File: config.mk
export PLATFORM = sky130hd
export DESIGN_NAME = rgb_brightness_fade_engine_flat
export DESIGN_NICKNAME = d
export VERILOG_FILES = /design/src/rtl/core/rbf_pkg.sv /design/src/rtl/core/rbf_if.sv /design/src/rtl/core/rbf_muldiv.sv /design/src/rtl/core/rgb_brightness_fade_engine.sv /design/src/flat_wrapper.sv
export SDC_FILE = /design/constraint.sdc
export NUM_CORES = 1
export LEC_CHECK = 0
export BUFFER_PORTS_ARGS = -buffer_cell sky130_fd_sc_hd__buf_4
export CAP_MARGIN = 20
export CORE_UTILIZATION = 46
export CTS_BUF_LIST = sky130_fd_sc_hd__clkbuf_8
export DETAILED_ROUTE_END_ITERATION = 16
export GPL_TIMING_DRIVEN = 0
export PLACE_DENSITY = 0.63
export SETUP_SLACK_MARGIN = 0.15
export SYNTH_ARGS = -nofsm -noshare
export SYNTH_HDL_FRONTEND = slang
export SYNTH_SLANG_ARGS = --single-unit
File: constraint.sdc
create_clock -name i_clk -period 10.15 [get_ports i_clk]
set_input_delay 2.03 -clock i_clk [delete_from_list [all_inputs] [get_ports i_clk]]
set_output_delay 2.03 -clock i_clk [all_outputs]
set_load 0.1 [all_outputs]
File: src/rtl/core/rbf_pkg.sv
// Shared types, codes and constants of the RGB brightness fade engine.
package rbf_pkg;

    localparam int TIME_BITS_DEFAULT = 16;

    localparam int CFG_WIDTH    = 16;
    localparam int CFG_IDX_BITS = 1;
    localparam int CHAN_W       = 7;
    localparam int BRIGHT_W     = 8;
    localparam int SPAN_W       = 16;
    localparam int PROD_W       = BRIGHT_W + SPAN_W;
    localparam int QUOT_W       = BRIGHT_W;

    localparam logic [CFG_WIDTH-1:0] DURATION_RESET = 16'd1000;
    localparam logic [CFG_WIDTH-1:0] STEP_RESET     = 16'd16;
    localparam logic [CHAN_W-1:0]    COLOUR_MASK    = 7'h7f;
    localparam logic [BRIGHT_W-1:0]  BRIGHT_FULL    = 8'h80;

    // Register indices of the configuration port.
    localparam logic [CFG_IDX_BITS-1:0] REG_FADE_DURATION = 1'd0;
    localparam logic [CFG_IDX_BITS-1:0] REG_STEP_INTERVAL = 1'd1;

    // Operation codes of an input item.
    localparam logic [1:0] OP_TICK   = 2'd0;
    localparam logic [1:0] OP_COLOUR = 2'd1;
    localparam logic [1:0] OP_BRIGHT = 2'd2;

    // Channel numbers walked by the sequencer; brightness is the last one.
    localparam logic [1:0] CH_RED    = 2'd0;
    localparam logic [1:0] CH_GREEN  = 2'd1;
    localparam logic [1:0] CH_BLUE   = 2'd2;
    localparam logic [1:0] CH_BRIGHT = 2'd3;

    localparam logic [2:0] DIV_LAST_STEP = 3'd7;

    typedef enum logic [2:0] {
        ST_IDLE,
        ST_CHECK,
        ST_MUL,
        ST_DIV,
        ST_APPLY,
        ST_SCALE,
        ST_SCALE_WR,
        ST_PUSH
    } t_state;

    typedef struct packed {
        logic load;
        logic step;
    } t_mdu_ctl;

endpackage

File: src/rtl/core/rbf_if.sv
// Handshake channels for input items and result items.
interface rbf_in_if;
    logic       valid;
    logic       ready;
    logic [1:0] operation;
    logic [7:0] red;
    logic [7:0] green;
    logic [7:0] blue;
    logic [7:0] level;

    modport source (output valid, operation, red, green, blue, level, input ready);
    modport sink   (input valid, operation, red, green, blue, level, output ready);
endinterface

interface rbf_out_if;
    logic       valid;
    logic       ready;
    logic [6:0] out_red;
    logic [6:0] out_green;
    logic [6:0] out_blue;
    logic       fade_done;

    modport source (output valid, out_red, out_green, out_blue, fade_done, input ready);
    modport sink   (input valid, out_red, out_green, out_blue, fade_done, output ready);
endinterface

File: src/rtl/core/rbf_muldiv.sv
// Shared 8x16 multiplier with a bit-serial restoring divider behind it.
module rbf_muldiv (
    input  logic                         i_clk,
    input  rbf_pkg::t_mdu_ctl            i_ctl,
    input  logic [rbf_pkg::BRIGHT_W-1:0] i_mul_a,
    input  logic [rbf_pkg::SPAN_W-1:0]   i_mul_b,
    input  logic [rbf_pkg::SPAN_W-1:0]   i_divisor,
    output logic [rbf_pkg::PROD_W-1:0]   o_prod,
    output logic [rbf_pkg::QUOT_W-1:0]   o_quot
);
    logic [rbf_pkg::SPAN_W-1:0]   r_hi;
    logic [rbf_pkg::QUOT_W-1:0]   r_lo;
    logic [rbf_pkg::PROD_W-1:0]   w_prod;
    logic [rbf_pkg::SPAN_W:0]     w_trial;
    logic [rbf_pkg::SPAN_W:0]     w_sub;
    logic                         w_ge;

    assign w_prod  = rbf_pkg::PROD_W'(i_mul_a) * rbf_pkg::PROD_W'(i_mul_b);

    // The quotient is known to fit in eight bits, so the upper part of the
    // product already lies below the divisor and only eight steps remain.
    assign w_trial = {r_hi, r_lo[rbf_pkg::QUOT_W-1]};
    assign w_sub   = w_trial - {1'b0, i_divisor};
    assign w_ge    = (w_trial >= {1'b0, i_divisor});

    always_ff @(posedge i_clk) begin
        if (i_ctl.load) begin
            r_hi <= w_prod[rbf_pkg::PROD_W-1:rbf_pkg::QUOT_W];
            r_lo <= w_prod[rbf_pkg::QUOT_W-1:0];
        end else if (i_ctl.step) begin
            r_hi <= w_ge ? w_sub[rbf_pkg::SPAN_W-1:0] : w_trial[rbf_pkg::SPAN_W-1:0];
            r_lo <= {r_lo[rbf_pkg::QUOT_W-2:0], w_ge};
        end
    end

    assign o_prod = {r_hi, r_lo};
    assign o_quot = r_lo;

endmodule

File: src/rtl/core/rgb_brightness_fade_engine.sv
// Top level of the RGB brightness fade engine: sequencer, fade state and result register.
//
//  Channel   Direction  Handshake          Payload
//  i_item    in         valid / ready      operation, red, green, blue, level
//  o_result  out        valid / ready      out_red, out_green, out_blue, fade_done
//  i_cfg_*   in         write enable only  index, 16-bit data
//
// A set command or an ignored item is handled in the idle state, and a tick short of the next
// step mark returns to idle after the check. A tick that ends a fade goes straight to scaling;
// one that makes an intermediate step first runs each of the four channels through a multiply,
// eight divide steps and an apply step in the shared unit. Each drive value then takes a
// multiply and a write in the same multiplier. Input is not ready while a tick is worked on;
// a finished item holds the sequencer only while the previous result has not been taken. Reset is synchronous.
module rgb_brightness_fade_engine #(
    parameter int TIME_BITS = rbf_pkg::TIME_BITS_DEFAULT
) (
    input  logic                             i_clk,
    input  logic                             i_rst_n,
    rbf_in_if.sink                           i_item,
    rbf_out_if.source                        o_result,
    input  logic                             i_cfg_we,
    input  logic [rbf_pkg::CFG_IDX_BITS-1:0] i_cfg_idx,
    input  logic [rbf_pkg::CFG_WIDTH-1:0]    i_cfg_data
);
    localparam int MW = TIME_BITS + 1;
    localparam int CW = (TIME_BITS > rbf_pkg::SPAN_W) ? TIME_BITS : rbf_pkg::SPAN_W;
    localparam int AW = ((MW > rbf_pkg::SPAN_W) ? MW : rbf_pkg::SPAN_W) + 1;

    rbf_pkg::t_state r_state, n_state;

    logic [rbf_pkg::CFG_WIDTH-1:0] r_fade_duration;
    logic [rbf_pkg::CFG_WIDTH-1:0] r_step_interval;

    logic [rbf_pkg::CHAN_W-1:0]   r_start_rgb   [3];
    logic [rbf_pkg::CHAN_W-1:0]   r_target_rgb  [3];
    logic [rbf_pkg::CHAN_W-1:0]   r_current_rgb [3];
    logic [rbf_pkg::BRIGHT_W-1:0] r_start_bright;
    logic [rbf_pkg::BRIGHT_W-1:0] r_target_bright;
    logic [rbf_pkg::BRIGHT_W-1:0] r_current_bright;
    logic [TIME_BITS-1:0]         r_elapsed;
    logic [MW-1:0]                r_next_mark;
    logic                         r_fading;

    logic [1:0]                 r_idx;
    logic [2:0]                 r_cnt;
    logic                       r_done;
    logic [rbf_pkg::CHAN_W-1:0] r_res [3];

    logic                       r_out_valid;
    logic [rbf_pkg::CHAN_W-1:0] r_out_red;
    logic [rbf_pkg::CHAN_W-1:0] r_out_green;
    logic [rbf_pkg::CHAN_W-1:0] r_out_blue;
    logic                       r_out_done;

    logic                         w_accept;
    logic                         w_out_free;
    logic                         w_reached;
    logic                         w_past_mark;
    logic [rbf_pkg::SPAN_W-1:0]   w_e16;
    logic [rbf_pkg::BRIGHT_W-1:0] w_s;
    logic [rbf_pkg::BRIGHT_W-1:0] w_t;
    logic                         w_up;
    logic [rbf_pkg::BRIGHT_W-1:0] w_diff;
    logic [rbf_pkg::BRIGHT_W-1:0] w_new;
    logic [rbf_pkg::CHAN_W-1:0]   w_cur;

    rbf_pkg::t_mdu_ctl            w_ctl;
    logic [rbf_pkg::BRIGHT_W-1:0] w_mul_a;
    logic [rbf_pkg::SPAN_W-1:0]   w_mul_b;
    logic [rbf_pkg::PROD_W-1:0]   w_prod;
    logic [rbf_pkg::QUOT_W-1:0]   w_quot;

    assign w_accept   = i_item.valid && i_item.ready;
    assign w_out_free = !r_out_valid || o_result.ready;

    assign w_reached   = (CW'(r_elapsed) >= CW'(r_fade_duration));
    assign w_past_mark = (MW'(r_elapsed) > r_next_mark);

    // Below the duration the elapsed count always fits the divider's span.
    generate
        if (TIME_BITS >= rbf_pkg::SPAN_W) begin : g_span_cut
            assign w_e16 = r_elapsed[rbf_pkg::SPAN_W-1:0];
        end else begin : g_span_ext
            assign w_e16 = {{(rbf_pkg::SPAN_W - TIME_BITS){1'b0}}, r_elapsed};
        end
    endgenerate

    always_comb begin
        case (r_idx)
            rbf_pkg::CH_RED: begin
                w_s   = {1'b0, r_start_rgb[0]};
                w_t   = {1'b0, r_target_rgb[0]};
                w_cur = r_current_rgb[0];
            end
            rbf_pkg::CH_GREEN: begin
                w_s   = {1'b0, r_start_rgb[1]};
                w_t   = {1'b0, r_target_rgb[1]};
                w_cur = r_current_rgb[1];
            end
            rbf_pkg::CH_BLUE: begin
                w_s   = {1'b0, r_start_rgb[2]};
                w_t   = {1'b0, r_target_rgb[2]};
                w_cur = r_current_rgb[2];
            end
            default: begin
                w_s   = r_start_bright;
                w_t   = r_target_bright;
                w_cur = r_current_rgb[0];
            end
        endcase
    end

    assign w_up   = (w_t >= w_s);
    assign w_diff = w_up ? (w_t - w_s) : (w_s - w_t);
    assign w_new  = w_up ? (w_s + w_quot) : (w_s - w_quot);

    rbf_muldiv u_muldiv (
        .i_clk     (i_clk),
        .i_ctl     (w_ctl),
        .i_mul_a   (w_mul_a),
        .i_mul_b   (w_mul_b),
        .i_divisor (r_fade_duration),
        .o_prod    (w_prod),
        .o_quot    (w_quot)
    );

    // Next state.
    always_comb begin
        n_state = r_state;
        case (r_state)
            rbf_pkg::ST_IDLE: begin
                if (w_accept && i_item.operation == rbf_pkg::OP_TICK && r_fading) begin
                    n_state = rbf_pkg::ST_CHECK;
                end
            end
            rbf_pkg::ST_CHECK: begin
                if (w_reached) begin
                    n_state = rbf_pkg::ST_SCALE;
                end else if (w_past_mark) begin
                    n_state = rbf_pkg::ST_MUL;
                end else begin
                    n_state = rbf_pkg::ST_IDLE;
                end
            end
            rbf_pkg::ST_MUL: begin
                n_state = rbf_pkg::ST_DIV;
            end
            rbf_pkg::ST_DIV: begin
                if (r_cnt == rbf_pkg::DIV_LAST_STEP) begin
                    n_state = rbf_pkg::ST_APPLY;
                end
            end
            rbf_pkg::ST_APPLY: begin
                n_state = (r_idx == rbf_pkg::CH_BRIGHT) ? rbf_pkg::ST_SCALE : rbf_pkg::ST_MUL;
            end
            rbf_pkg::ST_SCALE: begin
                n_state = rbf_pkg::ST_SCALE_WR;
            end
            rbf_pkg::ST_SCALE_WR: begin
                n_state = (r_idx == rbf_pkg::CH_BLUE) ? rbf_pkg::ST_PUSH : rbf_pkg::ST_SCALE;
            end
            rbf_pkg::ST_PUSH: begin
                if (w_out_free) begin
                    n_state = rbf_pkg::ST_IDLE;
                end
            end
            default: begin
                n_state = rbf_pkg::ST_IDLE;
            end
        endcase
    end

    // Outputs of the sequencer.
    always_comb begin
        i_item.ready = 1'b0;
        w_ctl        = '0;
        w_mul_a      = w_diff;
        w_mul_b      = w_e16;
        case (r_state)
            rbf_pkg::ST_IDLE: begin
                i_item.ready = 1'b1;
            end
            rbf_pkg::ST_MUL: begin
                w_ctl.load = 1'b1;
            end
            rbf_pkg::ST_DIV: begin
                w_ctl.step = 1'b1;
            end
            rbf_pkg::ST_SCALE: begin
                w_ctl.load = 1'b1;
                w_mul_a    = {1'b0, w_cur};
                w_mul_b    = {{(rbf_pkg::SPAN_W - rbf_pkg::BRIGHT_W){1'b0}}, r_current_bright};
            end
            default: begin
                w_ctl = '0;
            end
        endcase
    end

    always_ff @(posedge i_clk) begin
        if (!i_rst_n) begin
            r_state          <= rbf_pkg::ST_IDLE;
            r_fade_duration  <= rbf_pkg::DURATION_RESET;
            r_step_interval  <= rbf_pkg::STEP_RESET;
            r_start_rgb      <= '{default: '0};
            r_target_rgb     <= '{default: '0};
            r_current_rgb    <= '{default: '0};
            r_start_bright   <= '0;
            r_target_bright  <= '0;
            r_current_bright <= '0;
            r_elapsed        <= '0;
            r_next_mark      <= '0;
            r_fading         <= 1'b0;
            r_idx            <= '0;
            r_cnt            <= '0;
            r_done           <= 1'b0;
            r_out_valid      <= 1'b0;
        end else begin
            r_state <= n_state;

            if (i_cfg_we) begin
                if (i_cfg_idx == rbf_pkg::REG_FADE_DURATION) begin
                    r_fade_duration <= i_cfg_data;
                end else if (i_cfg_idx == rbf_pkg::REG_STEP_INTERVAL) begin
                    r_step_interval <= i_cfg_data;
                end
            end

            if (r_state == rbf_pkg::ST_PUSH && w_out_free) begin
                r_out_valid <= 1'b1;
            end else if (o_result.valid && o_result.ready) begin
                r_out_valid <= 1'b0;
            end

            case (r_state)
                rbf_pkg::ST_IDLE: begin
                    if (w_accept) begin
                        if (i_item.operation == rbf_pkg::OP_COLOUR ||
                            i_item.operation == rbf_pkg::OP_BRIGHT) begin
                            r_start_rgb    <= r_current_rgb;
                            r_start_bright <= r_current_bright;
                            r_elapsed      <= '0;
                            r_next_mark    <= MW'(r_step_interval);
                            r_fading       <= 1'b1;
                        end
                        if (i_item.operation == rbf_pkg::OP_COLOUR) begin
                            r_target_rgb[0] <= i_item.red[rbf_pkg::CHAN_W-1:0] & rbf_pkg::COLOUR_MASK;
                            r_target_rgb[1] <= i_item.green[rbf_pkg::CHAN_W-1:0] & rbf_pkg::COLOUR_MASK;
                            r_target_rgb[2] <= i_item.blue[rbf_pkg::CHAN_W-1:0] & rbf_pkg::COLOUR_MASK;
                            r_target_bright <= rbf_pkg::BRIGHT_FULL;
                        end else if (i_item.operation == rbf_pkg::OP_BRIGHT) begin
                            r_target_bright <= {1'b0, i_item.level[rbf_pkg::CHAN_W-1:0]} + 8'd1;
                        end else if (i_item.operation == rbf_pkg::OP_TICK && r_fading) begin
                            if (r_elapsed != {TIME_BITS{1'b1}}) begin
                                r_elapsed <= r_elapsed + TIME_BITS'(1);
                            end
                        end
                    end
                end
                rbf_pkg::ST_CHECK: begin
                    r_idx <= rbf_pkg::CH_RED;
                    if (w_reached) begin
                        r_fading         <= 1'b0;
                        r_current_rgb    <= r_target_rgb;
                        r_current_bright <= r_target_bright;
                        r_done           <= 1'b1;
                    end else if (w_past_mark) begin
                        r_next_mark <= MW'(AW'(r_next_mark) + AW'(r_step_interval));
                        r_done      <= 1'b0;
                    end
                end
                rbf_pkg::ST_MUL: begin
                    r_cnt <= '0;
                end
                rbf_pkg::ST_DIV: begin
                    r_cnt <= r_cnt + 3'd1;
                end
                rbf_pkg::ST_APPLY: begin
                    case (r_idx)
                        rbf_pkg::CH_RED:   r_current_rgb[0] <= w_new[rbf_pkg::CHAN_W-1:0];
                        rbf_pkg::CH_GREEN: r_current_rgb[1] <= w_new[rbf_pkg::CHAN_W-1:0];
                        rbf_pkg::CH_BLUE:  r_current_rgb[2] <= w_new[rbf_pkg::CHAN_W-1:0];
                        default:           r_current_bright <= w_new;
                    endcase
                    r_idx <= r_idx + 2'd1;
                end
                rbf_pkg::ST_SCALE_WR: begin
                    // Drive value is bits 13..7 of colour times brightness.
                    case (r_idx)
                        rbf_pkg::CH_RED:   r_res[0] <= w_prod[13:7];
                        rbf_pkg::CH_GREEN: r_res[1] <= w_prod[13:7];
                        default:           r_res[2] <= w_prod[13:7];
                    endcase
                    r_idx <= r_idx + 2'd1;
                end
                default: begin
                    r_cnt <= r_cnt;
                end
            endcase
        end
    end

    // Result payload registers need no reset.
    always_ff @(posedge i_clk) begin
        if (r_state == rbf_pkg::ST_PUSH && w_out_free) begin
            r_out_red   <= r_res[0];
            r_out_green <= r_res[1];
            r_out_blue  <= r_res[2];
            r_out_done  <= r_done;
        end
    end

    assign o_result.valid     = r_out_valid;
    assign o_result.out_red   = r_out_red;
    assign o_result.out_green = r_out_green;
    assign o_result.out_blue  = r_out_blue;
    assign o_result.fade_done = r_out_done;

    // A new result only ever appears from the hand-over state.
    a_result_from_push: assert property (@(posedge i_clk) disable iff (!i_rst_n)
        $rose(r_out_valid) |-> $past(r_state == rbf_pkg::ST_PUSH))
        else $error("result appeared outside the hand-over state");

    // An accepted tick during a fade must start the step check.
    a_tick_checked: assert property (@(posedge i_clk) disable iff (!i_rst_n)
        (w_accept && i_item.operation == rbf_pkg::OP_TICK && r_fading)
        |=> (r_state == rbf_pkg::ST_CHECK))
        else $error("tick during a fade was not processed");

    // Interpolation only runs while a fade is in progress.
    a_div_while_fading: assert property (@(posedge i_clk) disable iff (!i_rst_n)
        (r_state == rbf_pkg::ST_DIV) |-> r_fading)
        else $error("divider running outside a fade");

    // The interpolated step can never overshoot the span between start and target.
    a_quot_bounded: assert property (@(posedge i_clk) disable iff (!i_rst_n)
        (r_state == rbf_pkg::ST_APPLY) |-> (w_quot <= w_diff))
        else $error("interpolation quotient exceeds channel span");

endmodule
File: src/flat_wrapper.sv
// flat-port wrapper written by rule: the top's interface ports become plain ports
module rgb_brightness_fade_engine_flat 
#(
    parameter int TIME_BITS = rbf_pkg::TIME_BITS_DEFAULT
)
  (i_clk, i_rst_n, i_cfg_we, i_cfg_idx, i_cfg_data, i_item_valid, i_item_operation, i_item_red, i_item_green, i_item_blue, i_item_level, i_item_ready, o_result_valid, o_result_out_red, o_result_out_green, o_result_out_blue, o_result_fade_done, o_result_ready);
  rbf_in_if i_item_i ();
  rbf_out_if o_result_i ();
  input  logic i_clk;
  input  logic i_rst_n;
  input  logic i_cfg_we;
  input  logic [rbf_pkg::CFG_IDX_BITS-1:0] i_cfg_idx;
  input  logic [rbf_pkg::CFG_WIDTH-1:0] i_cfg_data;
  input wire logic [$bits(i_item_i.valid)-1:0] i_item_valid;
  input wire logic [$bits(i_item_i.operation)-1:0] i_item_operation;
  input wire logic [$bits(i_item_i.red)-1:0] i_item_red;
  input wire logic [$bits(i_item_i.green)-1:0] i_item_green;
  input wire logic [$bits(i_item_i.blue)-1:0] i_item_blue;
  input wire logic [$bits(i_item_i.level)-1:0] i_item_level;
  output wire logic [$bits(i_item_i.ready)-1:0] i_item_ready;
  output wire logic [$bits(o_result_i.valid)-1:0] o_result_valid;
  output wire logic [$bits(o_result_i.out_red)-1:0] o_result_out_red;
  output wire logic [$bits(o_result_i.out_green)-1:0] o_result_out_green;
  output wire logic [$bits(o_result_i.out_blue)-1:0] o_result_out_blue;
  output wire logic [$bits(o_result_i.fade_done)-1:0] o_result_fade_done;
  input wire logic [$bits(o_result_i.ready)-1:0] o_result_ready;
  assign i_item_i.valid = i_item_valid;
  assign i_item_i.operation = i_item_operation;
  assign i_item_i.red = i_item_red;
  assign i_item_i.green = i_item_green;
  assign i_item_i.blue = i_item_blue;
  assign i_item_i.level = i_item_level;
  assign i_item_ready = i_item_i.ready;
  assign o_result_valid = o_result_i.valid;
  assign o_result_out_red = o_result_i.out_red;
  assign o_result_out_green = o_result_i.out_green;
  assign o_result_out_blue = o_result_i.out_blue;
  assign o_result_fade_done = o_result_i.fade_done;
  assign o_result_i.ready = o_result_ready;
  rgb_brightness_fade_engine #(.TIME_BITS(TIME_BITS)) u_core (.i_clk(i_clk), .i_rst_n(i_rst_n), .i_item(i_item_i), .o_result(o_result_i), .i_cfg_we(i_cfg_we), .i_cfg_idx(i_cfg_idx), .i_cfg_data(i_cfg_data));
endmodule
==> results of run 1 <==
==> how the worst max path moves through the flow <==
stage,start,endpoint
2_1_floorplan,u_core.r_idx[1],u_core.u_muldiv.r_hi[13]
3_5_place_dp,u_core.r_idx[1],u_core.u_muldiv.r_hi[15]
4_1_cts,u_core.r_idx[1],u_core.u_muldiv.r_hi[15]
3_3_place_gp,u_core.r_idx[1],u_core.u_muldiv.r_hi[15]
6_report,u_core.r_idx[0],u_core.u_muldiv.r_hi[15]
5_1_grt,u_core.r_idx[1],u_core.u_muldiv.r_hi[15]
==> logic make-up (layout without fill, tap and decap cells) <==
group | after synthesis | in the layout | share of synthesized area
AO/OA/AOI/OAI | 526 | 526 | 0.197
multiplexers | 49 | 49 | 0.0294
flip-flops | 230 | 230 | 0.303
buffers and inverters | 277 | 428 | 0.0629
XOR/XNOR | 54 | 54 | 0.0289
AND/OR/NAND/NOR | 681 | 681 | 0.174
adder cells (fa/ha/maj) | 232 | 232 | 0.205
==> Yosys cell counts (32+ instances only) <==
cell,count,share of area
fa_1,89,0.10
dfxtp_1,163,0.19
clkbuf_1,74,0.016
nor2_1,162,0.035
inv_1,181,0.039
o21ai_0,57,0.016
edfxtp_1,67,0.12
ha_1,143,0.10
nand3_1,41,0.012
a211oi_1,33,0.014
xnor2_1,34,0.017
nand2_1,308,0.066
a21o_1,32,0.014
a22oi_1,32,0.014
nor3_1,39,0.011
a21oi_1,209,0.060
mux2i_1,36,0.021
==> critical path, delay by kind of cell, from the launching register on <==
family	cells	cell delay, ns
and+or+nand+nor	3	0.52
muxes	3	1.02
buffers and inverters	6	1.34
DFF	1	0.34
adders and majority gates	7	2.94
AOI/OAI and AO/OA	12	3.02
==> stage by stage <==
| stage | utilization | setup WS, ns | power (uW) |
|---|---|---|---|
| finish | 0.530 | 0.643 | 2210 |
| floorplan | - | 2.24 | 1180 |
| global route | 0.530 | 0.196 | 2290 |
| detailed placement | 0.505 | 0.383 | 1270 |
| CTS | 0.529 | 0.252 | 2220 |
| global placement | 0.503 | 0.438 | 1270 |
==> layer usage <==
layer | global-route usage | vias to the layer above | part of all wire
met3 | 0.0457 | 116 | 0.073
met1 | 0.357 | 7273 | 0.42
met5 | 0 | - | 0.00015
met2 | 0.465 | 619 | 0.46
met4 | 0.113 | 2 | 0.037
li1 | - | 7374 | -
==> final cells by class <==
type                       instances  share of cell area
timing repair buffer              78              0.0318
multi-input combinational       1542               0.565
inverter                         183              0.0351
clock buffer                      49              0.0345
clock inverter                    24              0.0107
sequential                       230               0.269
tap                              504              0.0322
buffer                            94              0.0209
==> timing repair <==
item,CTS,global route
setup endpoints to repair,0,12
resized for setup,0,5
hold buffers,0,0
==> state kept, by name, summed over array words and instances, names as in the netlist, 3 cells and up <==
name and count:
o_result_out_blue 7, u_core.u_muldiv.r_hi 16, u_core.r_current_rgb 21, u_core.r_current_bright 8, u_core.r_start_rgb 21, u_core.r_step_interval 16
u_core.r_elapsed 16, u_core.r_fade_duration 16, u_core.r_next_mark 17, u_core.r_target_bright 8, u_core.r_cnt 3, u_core.r_target_rgb 21
o_result_out_green 7, u_core.u_muldiv.o_quot 8, o_result_out_red 7, u_core.r_start_bright 8, u_core.r_state 3, u_core.r_res 21
==> report_power, final <==
group          internal [uW]  total (uW)  switching (uW)  leakage, uW
clock network            541         951             410     0.000489
registers                961         977            16.4      0.00192
logic                    104         280             176      0.00588
total                   1610        2210             602      0.00829
==> reports/metrics.yaml, run 1 <==
status: "finished, final reports clean"
die_y_um: 197
synth-edff-count: 67
syn_area_um2: 17400
grt_pass1_wl_um: 83100
drtIter0Drc: 1348
tightestPinTransition_ns: 1.10
multi_input_area_um2: 11100
synthesis.nets: 2337
antenna_found_initial: 1
min_from: "u_core.r_res[0][7]"
mostFrequentLayoutCell: "nand2_1"
yosysUniqueCellTypes: 83
fin_cells: 2704
fmaxAchievable_mhz: 105
maxCapViolations: 0
grt-ovfl-total: 0
grt_max_degree: 22
cpMaxStageDelayCell: "clkbuf_1"
rr_endpoint: "u_core.u_muldiv.r_hi[15]"
min_to: "o_result_out_green[0]"
clock-sinks: 230
power_density_nw_per_um2: 113
drc: 0
hpwl_um: 41200
crit_fanout: 10
placedCellCount: 2630
ff_latch_area_um2: 5280
routed-via-count: 15400
wl_um: 52400
final_area_um2: 19600
root_buffer: "clkbuf_8"
vias_per_cell: 5.69
final_layout_size_suffix_gt1_frac: 0.0964
slowest_delay_ns: 0.68
yosys_most_used_dff: "dfxtp_1"
finalClockSkew_ns: 0.0380
fp.dieW_um: 197
worstPathRequired_ns: 10.44
ys_ff_latch: 230
final_cell_mix: "308 x nand2_1, 209 x a21oi_1, 191 x inv_1"
timing.setup.tns_ns: 0
power_leakage_uw: 0.00829
final_nets: 2459
first_pass_iters: 6
hp-class: "reg -> reg"
core_area_um2: 37000
syn_inst: 2049
maxSlewHeadroom: 0.259
ir_worst_vdd_mv: 0.0931
initial_core_util: 0.471
clk_latency_ns: 0.61
crit_arrival_ns: 9.80
antenna_left: 0
startpoint_type: "flip-flop"
post_cts_buffers: 0
period_needed_ns: 9.51
htree_levels: 2
clock_path_buffers: 3
end_kind: "flip-flop"
io_pins: 80
rrSetupSlack_ns: 0.64
path_clk_slew_ns: 0.06
port_buffers: 74
cts_tree: "done"
antenna_cells: 0
reg2reg_depth: 31
grt_usage: 0.278
final-hold-violation-count: 0
gp_congestion: 0.936
worst_hold_slack_ns: 0.414
syn_to_final_growth_pct: 12.4
hold_depth: 0
rr_startpoint: "u_core.r_idx[0]"
async_flop_share: 0
fin_crit_sh: 0.937
postPlaceCellArea_um2: 18700
yosysSeqAreaShare: 0.303
drv_slew: 0
fill_cells: 3602
cts_buffers: 42
wl_per_cell_um: 19.4
yosys_warnings: 0
finalSetupViolations: 0
crit_type: "reg -> reg"
row_count: 70
grt_setup_unrepaired: "no"
avgSynthCellArea_um2: 8.50
die_area_um2: 38600
grt_pass1_vias: 15300
(Power assumes the default switching activity.)
==> run 2, diff against run 1 <==
CELL_PAD_IN_SITES_DETAIL_PLACEMENT = 2   (was default)
CELL_PAD_IN_SITES_GLOBAL_PLACEMENT = 2   (was default)
CORE_UTILIZATION = 40   (was 46)
PLACE_DENSITY = 0.83   (was 0.63)
==> reports/metrics.yaml, run 2 (synthesized netlist as in run 1, its figures left out) <==
grt_setup_unrepaired: "no"  # unchanged
status: "finished, final reports clean"  # unchanged
crit_arrival_ns: 9.86  # was 9.80 ns
crit_cells: 33  # was 31
drtIter0Drc: 749  # was 1348
routed.top_layer: "met4"  # was met5
fmaxAchievable_mhz: 105  # about the same
grt_usage: 0.315  # was 0.278
final_layout_size_suffix_gt1_frac: 0.0992  # was 0.0964
wl_per_cell_um: 24.8  # was 19.4 um
cpMaxStageDelayCell: "fa_1"  # was clkbuf_1
period_needed_ns: 9.53  # was 9.51 ns
fp.dieW_um: 211  # was 197 um
ir_worst_vdd_mv: 0.0828  # was 0.0931 mV
antenna_cells: 0  # unchanged
crit_top_cell: "fa_1"
root_buffer: "clkbuf_8"  # unchanged
cts_buffers: 45  # was 42
initial_core_util: 0.405  # was 0.471
tightestPinTransition_ns: 1.07  # was 1.10 ns
end_kind: "flip-flop"  # unchanged
power_uw: 2240  # was 2210 uW
finalClockSkew_ns: 0.0417  # was 0.0380 ns
htree_levels: 2  # unchanged
crit_fanout: 10  # unchanged
core_area_um2: 43000  # was 37000 um2
maxSlewHeadroom: 0.264  # was 0.259
power_density_nw_per_um2: 114  # was 113 nW/um2
worstPathRequired_ns: 10.49  # was 10.44 ns
mostFrequentLayoutCell: "nand2_1"  # unchanged
routed-via-count: 16300  # was 15400
final_util: 0.458  # was 0.530
hp-class: "reg -> reg"  # unchanged
hpwl_um: 53200  # was 41200 um
drc: 0  # unchanged
die_area_um2: 44400  # was 38600 um2
wl_met2_um: 35300  # was 24300 um
clock_path_buffers: 3  # unchanged
fin_crit_sh: 0.939  # was 0.937
first_pass_iters: 5  # was 6
met3WireLength_um: 2870  # was 3820 um
met1_length_um: 28100  # was 22300 um
antenna_found_initial: 0  # was 1
syn_to_final_growth_pct: 13.2  # was 12.4%
antenna_left: 0  # unchanged
startpoint_type: "flip-flop"  # unchanged
reg2reg_depth: 33  # was 31
hold_buffers: 0  # unchanged
grt_max_degree: 22  # unchanged
crit_type: "reg -> reg"  # unchanged
post_cts_buffers: 0  # unchanged
final_nets: 2463  # was 2459
port_buffers: 74  # unchanged
crit_family: "adder cells"  # was compound AO/OA/AOI/OAI gates
grt_pass1_wl_um: 106000  # was 83100 um
worst_hold_slack_ns: 0.420  # was 0.414 ns
preCtsSetupSlack_ns: -0.0635  # was 0.383 ns
gp_congestion: 0.888  # was 0.936
row_count: 76  # was 70
die_y_um: 211  # was 197 um
grt_pass1_vias: 18200  # was 15300
cts_resized: 4  # was 0
hold_depth: 0  # unchanged
path_clk_slew_ns: 0.07  # was 0.06 ns
final_area_um2: 19700  # was 19600 um2
postPlaceCellArea_um2: 18800  # was 18700 um2
final_cell_mix: "308 x nand2_1, 209 x a21oi_1, 197 x inv_1"  # was 308 x nand2_1, 209 x a21oi_1, 191 x inv_1
final-hold-violation-count: 0  # unchanged
clk_latency_ns: 0.65  # was 0.61 ns
maxCapViolations: 0  # unchanged
grt-ovfl-total: 0  # unchanged
clock-sinks: 230  # unchanged
io_pins: 80  # unchanged
cts_tree: "done"  # unchanged
finalSetupViolations: 0  # unchanged
power_leakage_uw: 0.00833  # was 0.00829 uW
setup_slack_ns: 0.623  # was 0.643 ns
wl_um: 69300  # was 52400 um
cp.buffers_inverters: 7  # was 6
slowest_delay_ns: 0.56  # was 0.68 ns
vias_per_cell: 5.83  # was 5.69
drv_slew: 0  # unchanged
[run 2: cell types whose count changed in the layout (fill, tap and decap cells not counted), moves of 2 or more]
| cell | change |
|---|---|
| bufinv_16 | -3 |
| inv_6 | +2 |
| clkbuf_1 | -3 |
| inv_1 | +6 |
| clkbuf_2 | +2 |
| clkinv_2 | -3 |
| clkbuf_8 | +4 |
[run 2: area by class of cell]
cell class | count | area (um2)
fillers | 4864 | 23300
multi-input cells | 1542 | 11100
flip-flops and latches | 230 | 5280
well taps | 585 | 732
clock buffers | 53 | 729
inverters | 183 | 687
repair buffers | 79 | 634
plain buffers | 94 | 419
clock inverters | 27 | 155
[run 2: worst paths after layout]
check	start	to	slack (ns)
setup / recovery	u_core.r_idx[1]	u_core.u_muldiv.r_hi[15]	0.62
hold / removal	u_core.r_res[0][16]	o_result_out_blue[2]	0.42
setup reg to reg	u_core.r_idx[1]	u_core.u_muldiv.r_hi[15]	0.62
hold reg to reg	u_core.r_res[0][16]	o_result_out_blue[2]	0.42
[run 2: where the power goes]
part           total [uW]  internal, uW  switching [uW]  leakage (uW)
Sequential            979           961            18.2       0.00192
Combinational         305           105             200       0.00590
Clock                 960           502             459      0.000508
Total                2240          1570             677       0.00833
[run 2: metal layers]
layer  up-vias  GRT usage
met5         -          0
met1      8310      0.369
met2       429      0.576
met3       163     0.0372
li1       7389          -
met4         0      0.137
[run 2: through the flow]
stage                     setup TNS (ns)  instances
after CTS                              0       2792
final                                  0       2793
after detailed placement          -0.103       2712
after global routing                   0       2793
after floorplan                        0       2049
after global placement                 0       2708
==> run 3, diff against run 2 <==
CELL_PAD_IN_SITES_DETAIL_PLACEMENT = 1   (was 2)
CELL_PAD_IN_SITES_GLOBAL_PLACEMENT = 1   (was 2)
CORE_UTILIZATION = 46   (was 40)
PLACE_DENSITY = 0.84   (was 0.83)
TNS_END_PERCENT = 1   (was default)
==> reports/metrics.yaml, run 3 (synthesized netlist as in run 1, its figures left out) <==
finalClockSkew_ns: 0.0278  # was 0.0417 ns
status: "finished, final reports clean"  # unchanged
path_clk_slew_ns: 0.08  # was 0.07 ns
maxSlewHeadroom: 0.213  # was 0.264
mostFrequentLayoutCell: "nand2_1"  # unchanged
finalSetupViolations: 0  # unchanged
timing.setup.tns_ns: 0  # unchanged
share_seq_of_total_power: 0.425  # was 0.436
initial_core_util: 0.471  # was 0.405
drv_slew: 0  # unchanged
clock_path_buffers: 3  # unchanged
worstPathRequired_ns: 10.47  # was 10.49 ns
cts_buffers: 43  # was 45
power_density_nw_per_um2: 117  # was 114 nW/um2
die_y_um: 197  # was 211 um
routed-via-count: 16100  # was 16300
ff_latch_area_um2: 5280  # unchanged
hp-class: "reg -> reg"  # unchanged
startpoint_type: "flip-flop"  # unchanged
wl_per_cell_um: 22.0  # was 24.8 um
tightestPinTransition_ns: 1.17  # was 1.07 ns
period_needed_ns: 9.63  # was 9.53 ns
grt-ovfl-total: 0  # unchanged
reg2reg_depth: 32  # was 33
port_buffers: 74  # unchanged
final-hold-violation-count: 0  # unchanged
power_leakage_uw: 0.00835  # was 0.00833 uW
grt_setup_unrepaired: "yes"  # was no
fmaxAchievable_mhz: 104  # was 105 MHz
antenna_found_initial: 0  # unchanged
power.switching_uw: 636  # was 677 uW
final_cell_mix: "308 x nand2_1, 209 x a21oi_1, 198 x inv_1"  # was 308 x nand2_1, 209 x a21oi_1, 197 x inv_1
vias_per_cell: 5.95  # was 5.83
grt_pass1_wl_um: 93600  # was 106000 um
ir_worst_vdd_mv: 0.106  # was 0.0828 mV
core_area_um2: 37000  # was 43000 um2
final_nets: 2460  # was 2463
clkPwrFrac: 0.448  # was 0.428
fill_cells: 4487  # was 4864
power_frac_comb: 0.127  # was 0.136
wl_um: 59600  # was 69300 um
cpMaxStageDelayCell: "mux2i_1"  # was fa_1
antenna_cells: 0  # unchanged
final_layout_size_suffix_gt1_frac: 0.0957  # was 0.0992
worst_hold_slack_ns: 0.414  # was 0.420 ns
antenna_left: 0  # unchanged
rrSetupSlack_ns: 0.52  # was 0.62 ns
crit_fanout: 10  # unchanged
clock-sinks: 230  # unchanged
maxCapViolations: 0  # unchanged
drtIter0Drc: 921  # was 749
rr_endpoint: "u_core.u_muldiv.r_hi[14]"  # was u_core.u_muldiv.r_hi[15]
cts_tree: "done"  # unchanged
internal_power_uw: 1670  # was 1570 uW
min_from: "u_core.r_res[0][15]"  # was u_core.r_res[0][16]
io_pins: 80  # unchanged
grt_usage: 0.311  # was 0.315
grt_max_degree: 22  # unchanged
rr_startpoint: "u_core.r_idx[1]"  # unchanged
end_kind: "flip-flop"  # unchanged
first_pass_iters: 5  # unchanged
fin_crit_sh: 0.949  # was 0.939
crit_arrival_ns: 9.95  # was 9.86 ns
min_to: "o_result_out_blue[1]"  # was o_result_out_blue[2]
gp_congestion: 0.944  # was 0.888
row_count: 70  # was 76
grt_pass1_vias: 17200  # was 18200
switching_share: 0.276  # was 0.302
fp.dieW_um: 197  # was 211 um
hold_depth: 0  # unchanged
root_buffer: "clkbuf_8"  # unchanged
final_util: 0.531  # was 0.458
multi_input_area_um2: 11100  # about the same
clk_latency_ns: 0.60  # was 0.65 ns
crit_type: "reg -> reg"  # unchanged
htree_levels: 2  # unchanged
syn_to_final_growth_pct: 12.7  # was 13.2%
die_area_um2: 38600  # was 44400 um2
hpwl_um: 46200  # was 53200 um
drc: 0  # unchanged
slowest_delay_ns: 0.97  # was 0.56 ns
==> run 3: cell count changes in the layout (fill, tap and decap cells not counted), moves of 2 or more <==
| cell | before | now |
|---|---|---|
| clkbuf_8 | 53 | 46 |
| bufinv_16 | 1 | 7 |
| clkinvlp_4 | 3 | 0 |
| clkinv_1 | 2 | 4 |
==> run 3: metrics by stage <==
step / area [um2] / cells / setup slack, ns / total power [uW]
floorplan: 17400 / 2049 / 2.24 / 1180
global placement: 18600 / 2627 / 0.403 / 1270
detailed placement: 18600 / 2629 / 0.257 / 1280
CTS: 19600 / 2707 / 0.196 / 2310
global route: 19600 / 2709 / 0.0883 / 2380
finish: 19600 / 2709 / 0.521 / 2300
==> run 3: power by group through the flow <==
stage          logic [uW]  registers, uW  clock network [uW]
2_1_floorplan         190            989                   0
3_3_place_gp          270            996                   0
3_5_place_dp          282            997                   0
4_1_cts               287            978                1040
5_1_grt               315            979                1080
6_report              292            978                1030
==> run 3: worst max-delay path by stage <==
stage / cells after the start / slack (ns) / start / to
CTS: 32 / 0.20 / u_core.r_idx[1] / u_core.u_muldiv.r_hi[15]
detailed placement: 32 / 0.26 / u_core.r_idx[1] / u_core.u_muldiv.r_hi[13]
floorplan: 33 / 2.24 / u_core.r_idx[1] / u_core.u_muldiv.r_hi[13]
finish: 32 / 0.52 / u_core.r_idx[1] / u_core.u_muldiv.r_hi[14]
global route: 32 / 0.09 / u_core.r_idx[1] / u_core.u_muldiv.r_hi[8]
global placement: 32 / 0.40 / u_core.r_idx[1] / u_core.u_muldiv.r_hi[15]
==> run 3: area by class of cell <==
type,count,area share
flip-flops and latches,230,0.269
plain buffers,94,0.0210
clock inverters,32,0.0165
repair buffers,78,0.0311
clock buffers,46,0.0323
inverters,183,0.0350
multi-input cells,1542,0.563
well taps,504,0.0321
==> run 3: repair_timing <==
action / CTS / global route
hold buffers: 0 / 0
endpoints found under the setup margin: 2 / 13
pin swaps: 0 / 0
buffers inserted: 0 / 0
resized for setup: 2 / 7
hold endpoints to repair: 0 / 0
cloned: 0 / 0
==> run 3: critical path: cells and delay by family, from the launching register on <==
kind	cells	cell delay [ns]
adders and majority gates	7	3.20
AOI/OAI and AO/OA	13	2.76
buffers and inverters	6	1.24
muxes	2	1.10
and+or+nand+nor	3	0.50
DFF	1	0.37
xor gates and xnor gates	1	0.16
==> run 3: per-layer routing <==
| metal | GRT usage | vias to the layer above | share of wire |
|---|---|---|---|
| met3 | 0.0447 | 172 | 0.054 |
| li1 | - | 7375 | - |
| met5 | 0 | - | 0 |
| met4 | 0.156 | 0 | 0.050 |
| met2 | 0.546 | 546 | 0.48 |
| met1 | 0.372 | 8017 | 0.41 |
